==> src/hdl/acc8051_pkg.sv <==
// Shared types, operation codes and the division step of the 8051 accumulator ALU.
package acc8051_pkg;

    // Number of register stages in the datapath and radix-2 steps done in each.
    localparam int unsigned STAGES          = 4;
    localparam int unsigned DATA_W          = 8;
    localparam int unsigned STEPS_PER_STAGE = DATA_W / STAGES;

    // Operation codes carried on the kind field.
    typedef enum logic [3:0] {
        OP_RR    = 4'd0,
        OP_RRC   = 4'd1,
        OP_RL    = 4'd2,
        OP_RLC   = 4'd3,
        OP_MUL   = 4'd4,
        OP_DIV   = 4'd5,
        OP_SWAP  = 4'd6,
        OP_DA    = 4'd7,
        OP_CLR_A = 4'd8,
        OP_CLR_C = 4'd9,
        OP_SETB_C = 4'd10,
        OP_CPL_C = 4'd11
    } op_kind_t;

    // Partial state of the restoring divider.
    typedef struct packed {
        logic [DATA_W-1:0] rem;
        logic [DATA_W-1:0] quo;
        logic [DATA_W-1:0] dvs;
    } div_t;

    // Contents of one pipeline stage.
    typedef struct packed {
        logic [DATA_W-1:0] res_acc;
        logic [DATA_W-1:0] res_breg;
        logic              res_cy;
        logic              res_ov;
        logic              div_ok;
        div_t              dv;
    } stage_t;

    // One restoring division step: the next dividend bit moves into the
    // remainder and one quotient bit is shifted in at the bottom.
    function automatic div_t div_step(input div_t d);
        div_t              r;
        logic [DATA_W+1:0] diff;
        diff = {1'b0, d.rem, d.quo[DATA_W-1]} - {2'b00, d.dvs};
        r.dvs = d.dvs;
        if (!diff[DATA_W+1])
        begin
            r.rem = diff[DATA_W-1:0];
            r.quo = {d.quo[DATA_W-2:0], 1'b1};
        end
        else
        begin
            r.rem = {d.rem[DATA_W-2:0], d.quo[DATA_W-1]};
            r.quo = {d.quo[DATA_W-2:0], 1'b0};
        end
        return r;
    endfunction

    // The share of the division that one stage performs.
    function automatic div_t div_stage(input div_t d);
        div_t r;
        r = d;
        for (int unsigned i = 0; i < STEPS_PER_STAGE; i++)
        begin
            r = div_step(r);
        end
        return r;
    endfunction

endpackage

==> src/hdl/accumulator_alu_8051.sv <==
// Top level of the pipelined 8051 accumulator ALU.
//
//  Channel  | Handshake             | Payload
//  ---------+-----------------------+-----------------------------------------------
//  input    | in_valid / in_ready   | kind, acc_in, breg_in, carry_in, aux_carry_in,
//           |                       | overflow_in
//  output   | out_valid / out_ready | acc_out, breg_out, carry_out, overflow_out
//
// A beat is accepted into the pipeline in every cycle in which in_valid and in_ready are
// both high, so the block sustains one operation per clock while out_ready stays high. A
// beat passes through the stage registers in order before it shows on the output; the
// pipeline depth is set by the divider, which resolves two quotient bits in each of the
// four stages. Every stage has its own valid bit and advances when it is empty or
// its successor advances, so a stall on out_ready holds all data in place and empty
// stages still fill behind it. The asynchronous reset (rst_n, active low) clears only
// the valid bits; the payload registers need no reset.
module accumulator_alu_8051 (
    input  logic                           clk,
    input  logic                           rst_n,
    input  logic                           in_valid,
    output logic                           in_ready,
    input  logic [3:0]                     kind,
    input  logic [acc8051_pkg::DATA_W-1:0] acc_in,
    input  logic [acc8051_pkg::DATA_W-1:0] breg_in,
    input  logic                           carry_in,
    input  logic                           aux_carry_in,
    input  logic                           overflow_in,
    output logic                           out_valid,
    input  logic                           out_ready,
    output logic [acc8051_pkg::DATA_W-1:0] acc_out,
    output logic [acc8051_pkg::DATA_W-1:0] breg_out,
    output logic                           carry_out,
    output logic                           overflow_out
);
    import acc8051_pkg::*;

    // Pipeline registers, one entry per stage, and their next values.
    logic   [STAGES-1:0] valid_reg;
    stage_t              pipe_reg  [STAGES];
    stage_t              pipe_next [STAGES];
    stage_t              head_next;
    logic   [STAGES-1:0] en;

    // Intermediate values of the first stage's operation decode.
    logic [2*DATA_W-1:0] prod;
    logic                da_lo_adj;
    logic                da_hi_adj;
    logic [DATA_W:0]     da_sum1;
    logic [DATA_W:0]     da_sum2;
    logic                da_cy1;
    div_t                div_init;

    // A stage may load when it is empty or when its contents move on this cycle.
    always_comb
    begin
        en[STAGES-1] = !valid_reg[STAGES-1] || out_ready;
        for (int k = STAGES - 2; k >= 0; k--)
        begin
            en[k] = !valid_reg[k] || en[k+1];
        end
    end

    assign in_ready = en[0];

    // First stage: every operation except the division completes here. The division
    // starts here, with its flags and the divide-by-zero outcome already in place.
    always_comb
    begin
        prod      = {{DATA_W{1'b0}}, acc_in} * {{DATA_W{1'b0}}, breg_in};
        da_lo_adj = (acc_in[3:0] > 4'd9) || aux_carry_in;
        da_sum1   = {1'b0, acc_in} + (da_lo_adj ? 9'h006 : 9'h000);
        da_cy1    = carry_in || da_sum1[DATA_W];
        da_hi_adj = (da_sum1[7:4] > 4'd9) || da_cy1;
        da_sum2   = {1'b0, da_sum1[DATA_W-1:0]} + (da_hi_adj ? 9'h060 : 9'h000);

        div_init.rem = '0;
        div_init.quo = acc_in;
        div_init.dvs = breg_in;

        head_next.res_acc  = acc_in;
        head_next.res_breg = breg_in;
        head_next.res_cy   = carry_in;
        head_next.res_ov   = overflow_in;
        head_next.div_ok   = 1'b0;
        head_next.dv       = div_stage(div_init);

        unique case (kind)
            OP_RR:
            begin
                head_next.res_acc = {acc_in[0], acc_in[DATA_W-1:1]};
            end
            OP_RRC:
            begin
                head_next.res_acc = {carry_in, acc_in[DATA_W-1:1]};
                head_next.res_cy  = acc_in[0];
            end
            OP_RL:
            begin
                head_next.res_acc = {acc_in[DATA_W-2:0], acc_in[DATA_W-1]};
            end
            OP_RLC:
            begin
                head_next.res_acc = {acc_in[DATA_W-2:0], carry_in};
                head_next.res_cy  = acc_in[DATA_W-1];
            end
            OP_MUL:
            begin
                head_next.res_acc  = prod[DATA_W-1:0];
                head_next.res_breg = prod[2*DATA_W-1:DATA_W];
                head_next.res_cy   = 1'b0;
                head_next.res_ov   = |prod[2*DATA_W-1:DATA_W];
            end
            OP_DIV:
            begin
                // On a zero divisor A and B pass through unchanged and OV is set.
                head_next.res_cy = 1'b0;
                head_next.res_ov = (breg_in == '0);
                head_next.div_ok = (breg_in != '0);
            end
            OP_SWAP:
            begin
                head_next.res_acc = {acc_in[3:0], acc_in[7:4]};
            end
            OP_DA:
            begin
                // The carry is only ever set by the decimal adjust, never cleared.
                head_next.res_acc = da_sum2[DATA_W-1:0];
                head_next.res_cy  = da_cy1 || da_sum2[DATA_W];
            end
            OP_CLR_A:
            begin
                head_next.res_acc = '0;
            end
            OP_CLR_C:
            begin
                head_next.res_cy = 1'b0;
            end
            OP_SETB_C:
            begin
                head_next.res_cy = 1'b1;
            end
            OP_CPL_C:
            begin
                head_next.res_cy = !carry_in;
            end
            default:
            begin
                // Unused codes leave every value as it came in.
                head_next.res_acc = acc_in;
            end
        endcase
    end

    // Later stages advance the division; the last one writes the quotient and
    // remainder over A and B when the division was valid.
    always_comb
    begin
        pipe_next[0] = head_next;
        for (int k = 1; k < STAGES; k++)
        begin
            pipe_next[k]    = pipe_reg[k-1];
            pipe_next[k].dv = div_stage(pipe_reg[k-1].dv);
        end
        if (pipe_reg[STAGES-2].div_ok)
        begin
            pipe_next[STAGES-1].res_acc  = pipe_next[STAGES-1].dv.quo;
            pipe_next[STAGES-1].res_breg = pipe_next[STAGES-1].dv.rem;
        end
    end

    // Valid bits are control state and are cleared by reset.
    always_ff @(posedge clk or negedge rst_n)
    begin
        if (!rst_n)
        begin
            valid_reg <= '0;
        end
        else
        begin
            if (en[0])
            begin
                valid_reg[0] <= in_valid;
            end
            for (int k = 1; k < STAGES; k++)
            begin
                if (en[k])
                begin
                    valid_reg[k] <= valid_reg[k-1];
                end
            end
        end
    end

    // Payload registers load only when a valid beat moves in.
    always_ff @(posedge clk)
    begin
        if (en[0] && in_valid)
        begin
            pipe_reg[0] <= pipe_next[0];
        end
        for (int k = 1; k < STAGES; k++)
        begin
            if (en[k] && valid_reg[k-1])
            begin
                pipe_reg[k] <= pipe_next[k];
            end
        end
    end

    assign out_valid    = valid_reg[STAGES-1];
    assign acc_out      = pipe_reg[STAGES-1].res_acc;
    assign breg_out     = pipe_reg[STAGES-1].res_breg;
    assign carry_out    = pipe_reg[STAGES-1].res_cy;
    assign overflow_out = pipe_reg[STAGES-1].res_ov;

endmodule

==> config.mk <==
export PLATFORM = sky130hd
export DESIGN_NAME = accumulator_alu_8051
export DESIGN_NICKNAME = d
export VERILOG_FILES = /design/src/hdl/acc8051_pkg.sv /design/src/hdl/accumulator_alu_8051.sv
export SDC_FILE = /design/constraint.sdc
export NUM_CORES = 1
export LEC_CHECK = 0
export ABC_AREA = 1
export BUFFER_PORTS_ARGS = -buffer_cell sky130_fd_sc_hd__buf_2
export CORE_MARGIN = 4
export CORE_UTILIZATION = 30
export CTS_BUF_LIST = sky130_fd_sc_hd__clkbuf_16
export DETAILED_ROUTE_END_ITERATION = 8
export GPL_TIMING_DRIVEN = 0
export PLACE_DENSITY = 0.42
export SLEW_MARGIN = 20
export SYNTH_ARGS = -nofsm -noshare
export SYNTH_HDL_FRONTEND = slang
export SYNTH_SLANG_ARGS = --single-unit
==> constraint.sdc <==
create_clock -name clk -period 4.99 [get_ports clk]
set_input_delay 0.998 -clock clk [delete_from_list [all_inputs] [get_ports clk]]
set_output_delay 0.998 -clock clk [all_outputs]
set_load 0.1 [all_outputs]
## Word level (Yosys, flattened, before mapping)

Memories as Yosys holds them, arrays and structs flattened.
Index checks and enable logic that the tools add are counted.

| word-level totals | value |
|---|---|
| register bits after elaboration | 4 |
| latch bits | 0 |
| memory bits (writable) | 172 |
| bits in read-only memories | 0 |
| input port bits | 27 |
| output and inout port bits | 20 |
| logic and storage cells | 75 |
| memories | 1 |

Memories:

| name | depth | bits a word | read ports | clocked after Yosys merged registers in | wr ports | RTL line | RTL |
|---|---|---|---|---|---|---|---|
| pipe_reg | 4 | 43 | 4 | 0 | 4 | accumulator_alu_8051.sv:39 | `stage_t pipe_reg [STAGES];` |

| cells by class | value |
|---|---|
| $add $sub $neg | 10 |
| $mul | 1 |
| divide/modulo/power cells | 0 |
| $lt $le $gt $ge | 2 |
| equal/unequal tests | 11 |
| shifts and indexed selects | 0 |
| mux-type cells | 24 |
| bitwise logic cells | 0 |
| reduce and logical (&&, ||, !) cells | 22 |

Operators by type and width:

| kind | number |
|---|---|
| $mux W16 | 9 |
| $sub A9 B8 Y10 | 7 |
| $pmux W8 S8 | 1 |
| $eq A4 B3 Y1 const B | 4 |
| $eq A4 B4 Y1 const B | 4 |
| $mul A8 B8 Y16 | 1 |
| $add A8 B3 Y9 | 1 |
| $add A8 B7 Y9 | 1 |
| $mux W1 | 9 |
| $sub A1 B8 Y9 | 1 |
| $eq A4 B2 Y1 const B | 2 |
| $gt A4 B4 Y1 const B | 2 |
| $logic_not A8 Y1 | 1 |
| $logic_or A1 B1 Y1 | 8 |
| $mux W8 | 1 |
| $reduce_bool A8 Y1 | 1 |
| $reduce_or A8 Y1 | 1 |
| $mux W7 | 1 |
| $pmux W1 S6 | 1 |
| $logic_not A1 Y1 | 5 |
| $eq A4 B1 Y1 const B | 1 |
| $logic_and A1 B1 Y1 | 4 |
| $logic_not A4 Y1 | 1 |
| $mux W3 | 1 |
| other kinds (2) | 2 |

## Depth between registers and ports, before layout

Gate-level depths: netlist of the first run.

| depth | value |
|---|---|
| depth after elaboration | 10 |
| mapped depth | 23 |
| gate-level depth less buffers | 23 |

## Least setup slack after synthesis of the first run

No wires, ideal clock.

| path | value |
|---|---|
| path type | input to register |
| from | input port acc_in[1] (netlist name) |
| to | memory pipe_reg[0][25] (netlist name) (data pin) |
| library setup time | 0.252 ns |
| arrival | 4.639 ns |
| required time | 4.738 ns |
| setup slack | 0.099 ns |
| cell stages on the path | 18 |
| path buffers | 1 |
| cell sequence | clkbuf_1 -> nand2_1 -> fa_1 -> fa_1 -> fa_1 -> fa_1 -> inv_1 -> ha_1 -> a21oi_1 -> nor2_1 -> nor2_1 -> nand2_1 -> nand2_1 -> nand3_1 -> nand2_1 -> nand3_1 -> nand2_1 -> nand2_1 |

RTL lines:

| what | RTL line | RTL |
|---|---|---|
| start: declaration | accumulator_alu_8051.sv:23 | `input logic [acc8051_pkg::DATA_W-1:0] acc_in,` |
| end: declaration | accumulator_alu_8051.sv:39 |  |

==> results by group, run 1 <==
Outcome
  – Status: completed

Setup path
  – Critical Path AT: 4.91 ns
  – Critical Path RT: 5.17 ns
  – Reg-to-Reg Start: pipe_reg[2][2]
  – Setup crit start kind: input pin
  – CP Class: in2reg
  – CP Capture Type: flip-flop
  – Max FO, Critical Path: 11
  – Setup crit start: breg_in[3]

Place
  – DP Wirelength: 22.0 mm
  – Placed cell areas: 0.0120 mm²
  – I/O Buffers: 46
  – Routability cong.: 0.853

Pwr
  – Int Pwr: 0.00383 W
  – Clock network power share: 19.3%
  – Leak: 5.94 nW
  – Sw Ratio: 44.8%
  – VDD IR-drop max: 225 µV
  – Combinational share of power: 54.1%
  – Flop pwr share: 26.5%
  – Switching power total: 0.00311 W
  – PD cells: 550 mW/mm²

Die
  – DIE HEIGHT: 200 µm
  – Std cell rows: 70
  – Num ports: 47
  – Die Wd: 200 µm
  – Core ar.: 0.0365 mm²
  – Die footprint: 0.0401 mm²
  – Initial core utilization: 30.3%

Final layout
  – Share of layout cells above drive strength 1: 10.2%
  – Fill cell count: 3789
  – Largest register FFs: 147
  – Final nets: 1482
  – Inserted Diodes: 0
  – Finished Cell Area: 0.0126 mm²
  – Area grow syn2layout: 13.7%

Clock tree
  – Root Driver: clkbuf_16
  – Clk slew on worst S/H paths: 0.06 ns
  – Longest Clk Path Bufs: 2
  – CTS tree: built
  – # clock sinks: 151
  – Worst skew pair latency: 0.42 ns
  – Num CTS Buffers: 17
  – Hold buffers post-CTS: 0
  – Htree depth: 4

Global route
  – M1 GR Usage: 18.0%
  – Total GRT Usage: 13.6%
  – GR peak layer: met2
  – Routing usage on met3: 2.27%
  – Vias in the first global route: 8428
  – Largest net degree at the start of global routing: 34
  – Met2 Usage GRT: 22.8%
  – First-pass GRT wire length: 44.2 mm
  – Initial antenna violation count: 0
  – Global route total overflow: 0

STA
  – RSZ-0062 raised after global routing: false
  – Tcrit/Tclk final: 94.9%
  – Worst slew pin tran: 0.977 ns
  – Relative max-transition margin: 34.3%
  – Final setup vio count: 0
  – Clock skew: 0.00856 ns
  – Setup TNS: 0 ns
  – Final Hold Vio Count: 0
  – Min Clock Period, post-route: 4.73 ns
  – Pins Over Slew Limit: 0
  – Fmax: 0.211 GHz

Route
  – Final wirelength: 26.7 mm
  – Vias: 8151
  – Initial DRC Count: 361
  – DR WL/cell: 14.9 µm
  – Final ANT Viol Nets: 0
  – Drt pass-1 iters: 5
  – Vias per cell: 4.55
  – Number of remaining DRC errors: 0

Logic synthesis
  – Mapped Cells: 1249
  – Post-synth EDFFs: 147
  – Seq/Total Area, Yosys: 40.8%
  – Distinct cells, synth: 49
  – Cell area after synthesis: 0.0111 mm²
  – Main area contributors after synthesis: edfxtp_1 (40%), ha_1 (11%), nand2_1 (11%), fa_1 (8.1%), inv_1 (7.7%)
  – Commonest cells in the synthesized netlist: nand2_1 (325), inv_1 (226), edfxtp_1 (147)
  – Share of the synthesized area in the top cell type: 39.9%
  – Mean Syn Cell Area: 8.87 µm²
  – Most numerous cell in the Yosys netlist: nand2_1
  – Most used DFF post-synth: edfxtp_1
  – Synthesis-stage register bit count: 151
  – Cell taking the most area after synthesis: edfxtp_1
  – Share of flip-flops with an asynchronous set or reset: 2.65%
  – Syn. warnings: 0

Flow run
  – Max-cap violations: 0

Worst hold path
  – Hold Crit Class: in2async
## through the flow
step	hold WS, ns	worst slack (ns)	total power, W	utilization, %	std cells
final	0.377	0.256	0.00693	34.5	1791
after global routing	0.361	0.0112	0.00760	34.5	1791
after CTS	0.354	0.00533	0.00701	34.4	1795
after detailed placement	0.405	-0.904	0.00563	32.8	1769
after global placement	0.402	-0.902	0.00562	32.6	1765
after floorplan	0.400	0.0986	0.00478	-	1251
## logic make-up (layout without fill, tap and decap cells)
logic type	count (synthesis)	count (layout)	synth area share, %
adder cells (fa/ha/maj)	145	145	19.4
AO/OA/AOI/OAI	145	145	7.82
XOR/XNOR	38	38	3.01
buffers and inverters	252	324	8.85
flip-flops	151	151	40.8
AND/OR/NAND/NOR	517	517	20.1
other	1	3	0.0339
## final cells by class
class | count | area, µm² | area share, %
multi-input cells | 848 | 5620 | 44.6
flip-flops and latches | 151 | 4510 | 35.8
inverters | 228 | 856 | 6.80
well taps | 468 | 586 | 4.65
clock buffers | 17 | 425 | 3.38
repair buffers | 50 | 312 | 2.47
clock inverters | 15 | 190 | 1.51
plain buffers | 14 | 90.1 | 0.715
## final timing paths
kind / to / slack [ns] / cells after the start
setup / recovery: pipe_reg[0][25] / 0.26 / 18
hold / removal: valid_reg[3] / 0.38 / 1
hold reg to reg: pipe_reg[2][32] / 0.42 / 0
max in group asynchronous: valid_reg[0] / 4.49 / 1
min in group clk: pipe_reg[2][32] / 0.42 / 0
setup reg to reg: pipe_reg[3][33] / 0.95 / 16
## metal layers
metal,up-vias,share of wire (%)
met5,-,0
met1,3793,48
li1,4213,-
met3,26,2.8
met2,119,47
met4,0,2.0
## cells in the final DEF (no fill, tap or decap), types with 4 or more instances in the layout
cell and count:
a21o_1 5, a21oi_1 48, a21oi_2 4, a31oi_1 6, buf_2 45, buf_6 5
clkbuf_1 6, clkbuf_16 17, clkbuf_4 4, dfrtp_1 4, edfxtp_1 147, fa_1 45
ha_1 98, inv_1 224, nand2_1 325, nand3_1 58, nand3_2 5, nand4_1 25
nor2_1 62, nor2_2 4, nor3_1 13, o2111ai_1 6, o21ai_0 33, o21ai_1 14
o21ai_2 8, o22ai_1 6, or2_2 8, xnor2_1 20, xor2_1 18
## repair_timing
item                       in CTS  in global routing
gates resized for setup         1                 16
setup buffers                   0                  0
gates cloned                    0                  0
setup endpoints to repair      10                  8
## power groups by stage
| stage | Combinational (W) | Clock [W] | Sequential, W |
|---|---|---|---|
| floorplan | 0.00259 | 0 | 0.00218 |
| global placement | 0.00374 | 0 | 0.00188 |
| detailed placement | 0.00376 | 0 | 0.00187 |
| CTS | 0.00378 | 0.00139 | 0.00184 |
| global route | 0.00429 | 0.00144 | 0.00187 |
| finish | 0.00375 | 0.00134 | 0.00184 |
## worst max-delay path, stage by stage
cell	delay, ns
buf_2	0.30
nand2_1	0.13
fa_1	0.54
fa_1	0.44
fa_1	0.52
fa_1	0.55
inv_1	0.05
ha_1	0.38
a21oi_2	0.25
nand2_1	0.08
nand2_1	0.09
nand3_1	0.07
nand2_1	0.07
nand2_1	0.12
nor2_1	0.14
nand3_1	0.07
nand2_1	0.06
nand2_1	0.05
No activity file was read; power rests on OpenSTA's default activity.
==> run 2: changes to the inputs <==
Settings changed: BUFFER_PORTS_ARGS -buffer_cell sky130_fd_sc_hd__buf_2 to not set, DONT_BUFFER_PORTS set to 1, PLACE_DENSITY 0.42 to 0.41.
Clock period 4.99 ns to 4.8 ns, I/O delays scaled along.
==> results by group, run 2 (synthesis results as in run 1) <==
STA
  – PnR worst setup slack: 0.252 ns (-0.00360 ns)
  – Final Hold Vio Count: 0 (unchanged)
  – Fmax: 0.220 GHz
  – RSZ-0062 raised after global routing: false
  – Clock skew: 0.0139 ns (+0.00530 ns)
  – Min Clock Period, post-route: 4.55 ns
  – Pins Over Slew Limit: 0 (unchanged)
  – Tcrit/Tclk final: 94.7%
  – Setup TNS: 0 ns (unchanged)
  – Final setup vio count: 0 (unchanged)
  – Relative max-transition margin: 33.9% (-0.38 points)
  – Worst slew pin tran: 0.983 ns (+0.00566 ns)

Setup path
  – CP Capture Type: flip-flop
  – Max FO, Critical Path: 10 (-1)
  – Critical Path RT: 5.00 ns (-0.17 ns)
  – Critical Path AT: 4.75 ns (-0.16 ns)
  – CP Class: in2reg
  – Setup crit start kind: input pin

Pwr
  – Sw Ratio: 45.8% (+1.0 points)
  – Switching power total: 0.00324 W (+4.2%)
  – Combinational share of power: 49.9% (-4.2 points)
  – Clock network power share: 17.7% (-1.6 points)
  – Flop pwr share: 32.4% (+5.9 points)
  – Leak: 5.77 nW (-2.8%)
  – VDD IR-drop max: 238 µV (+5.7%)
  – PD cells: 570 mW/mm² (+3.6%)
  – Int Pwr: 0.00382 W (about the same)

Place
  – Routability cong.: 0.853 (about the same)
  – Setup WS pre-CTS: -0.698 ns (+0.206 ns)
  – I/O Buffers: 0 (-100%)
  – DP Wirelength: 22.0 mm (about the same)

Global route
  – Vias in the first global route: 8194 (-2.8%)
  – Total GRT Usage: 14.0% (+0.43 points)
  – Largest net degree at the start of global routing: 33 (-2.9%)
  – Global route total overflow: 0 (unchanged)
  – Initial antenna violation count: 0 (unchanged)
  – First-pass GRT wire length: 44.7 mm (+0.97%)

Route
  – Vias: 8025 (-1.5%)
  – Vias per cell: 4.58 (+0.53%)
  – Initial DRC Count: 391 (+8.3%)
  – Final ANT Viol Nets: 0 (unchanged)
  – DR WL/cell: 15.5 µm (+4.2%)
  – Final wirelength: 27.2 mm (+2.1%)
  – Number of remaining DRC errors: 0 (unchanged)
  – Drt pass-1 iters: 4 (-1)

Final layout
  – Final nets: 1447 (-2.4%)
  – Area grow syn2layout: 11.8%
  – Register Area: 0.00451 mm² (unchanged)
  – Fill cell count: 3803 (+0.37%)
  – Commonest cells after routing, fill and taps aside: nand2_1 (325), inv_1 (224), edfxtp_1 (147), ha_1 (98), nor2_1 (62)
  – Inserted Diodes: 0 (unchanged)
  – Commonest non-fill, non-tap cell in the layout: nand2_1
  – Multi-input gate area: 0.00562 mm² (about the same)
  – Share of layout cells above drive strength 1: 7.54% (-2.7 points)
  – Largest register FFs: 147 (unchanged)
  – Layout Utilization: 33.9% (-0.59 points)

Clock tree
  – Worst skew pair latency: 0.44 ns (+0.02 ns)
  – Num CTS Buffers: 17 (unchanged)
  – Root Driver: clkbuf_16
  – Htree depth: 4 (unchanged)
  – Hold buffers post-CTS: 0 (unchanged)
  – Post CTS Setup Buffer Count: 0 (unchanged)
  – Clk slew on worst S/H paths: 0.07 ns (about the same)
  – CTS tree: built
  – # clock sinks: 151 (unchanged)
  – Longest Clk Path Bufs: 2 (unchanged)

Die
  – Die Wd: 200 µm (unchanged)
  – DIE HEIGHT: 200 µm (unchanged)
  – Num ports: 47 (unchanged)
  – Std cell rows: 70 (unchanged)
  – Initial core utilization: 30.3% (unchanged)
  – Die footprint: 0.0401 mm² (unchanged)
  – Core ar.: 0.0365 mm² (unchanged)

Outcome
  – Status: completed

Flow run
  – Max-cap violations: 0 (unchanged)

Worst hold path
  – Hold Crit Class: in2async
[run 2: cell count changes in the layout (fill, tap and decap cells not counted), sizes merged]
cell | previous run | this run
bufinv | 3 | 1
clkbuf | 27 | 32
clkinv | 7 | 12
inv | 233 | 227
buf | 54 | 14
clkinvlp | 0 | 1
[run 2: final timing paths]
check / startpoint / to / slack (ns) / cells past startpoint
max: acc_in[3] / pipe_reg[0][25] / 0.25 / 19
min: rst_n / valid_reg[3] / 0.22 / 0
max reg2reg: pipe_reg[2][3] / pipe_reg[3][33] / 0.71 / 16
min reg2reg: pipe_reg[1][42] / pipe_reg[2][42] / 0.41 / 0
max in group asynchronous: rst_n / valid_reg[0] / 4.51 / 0
min in group clk: pipe_reg[1][42] / pipe_reg[2][42] / 0.41 / 0
[run 2: what timing repair did]
| action | in CTS | in global routing |
|---|---|---|
| endpoints found under the setup margin | 6 | 7 |
| resized for setup | 3 | 23 |
| pin swaps | 0 | 1 |
[run 2: layout make-up]
| type | instances | area share, % |
|---|---|---|
| inverters | 228 | 6.91 |
| well taps | 468 | 4.73 |
| multi-input cells | 848 | 45.4 |
| plain buffers | 24 | 1.24 |
| repair buffers | 5 | 0.859 |
| clock buffers | 17 | 3.44 |
| flip-flops and latches | 151 | 36.5 |
| clock inverters | 13 | 0.900 |
[run 2: stage by stage]
step | cells | total power [W] | hold slack (ns) | cell area, µm²
after floorplan | 1251 | 0.00497 | 0.400 | 11100
after global placement | 1719 | 0.00581 | 0.402 | 11700
after detailed placement | 1724 | 0.00583 | 0.405 | 11800
after CTS | 1754 | 0.00713 | 0.191 | 12300
after global routing | 1754 | 0.00772 | 0.193 | 12400
final | 1754 | 0.00706 | 0.220 | 12400
[run 2: power by group through the flow]
stage | logic [W] | clock network, W | registers (W)
5_1_grt | 0.00406 | 0.00135 | 0.00231
4_1_cts | 0.00354 | 0.00130 | 0.00229
3_3_place_gp | 0.00349 | 0 | 0.00232
6_report | 0.00352 | 0.00125 | 0.00228
3_5_place_dp | 0.00352 | 0 | 0.00232
2_1_floorplan | 0.00270 | 0 | 0.00227
[run 2: per-layer routing]
metal | GRT usage, % | wire (µm)
met4 | 4.94 | 680
met1 | 18.8 | 13100
met2 | 23.0 | 12700
met3 | 2.49 | 721
met5 | 0 | 0
[run 2: worst max-delay path: stages]
cell,delay (ns)
buf_2,0.22
nand2_1,0.11
fa_1,0.56
fa_1,0.44
fa_1,0.52
fa_1,0.54
inv_1,0.04
ha_2,0.39
nand2_1,0.11
nor2_1,0.14
nand2_1,0.09
nand2_1,0.07
nand2_1,0.05
nand2_1,0.12
nand2_1,0.07
nor2_1,0.11
nand3_1,0.09
nand2_1,0.06
nand2_1,0.04
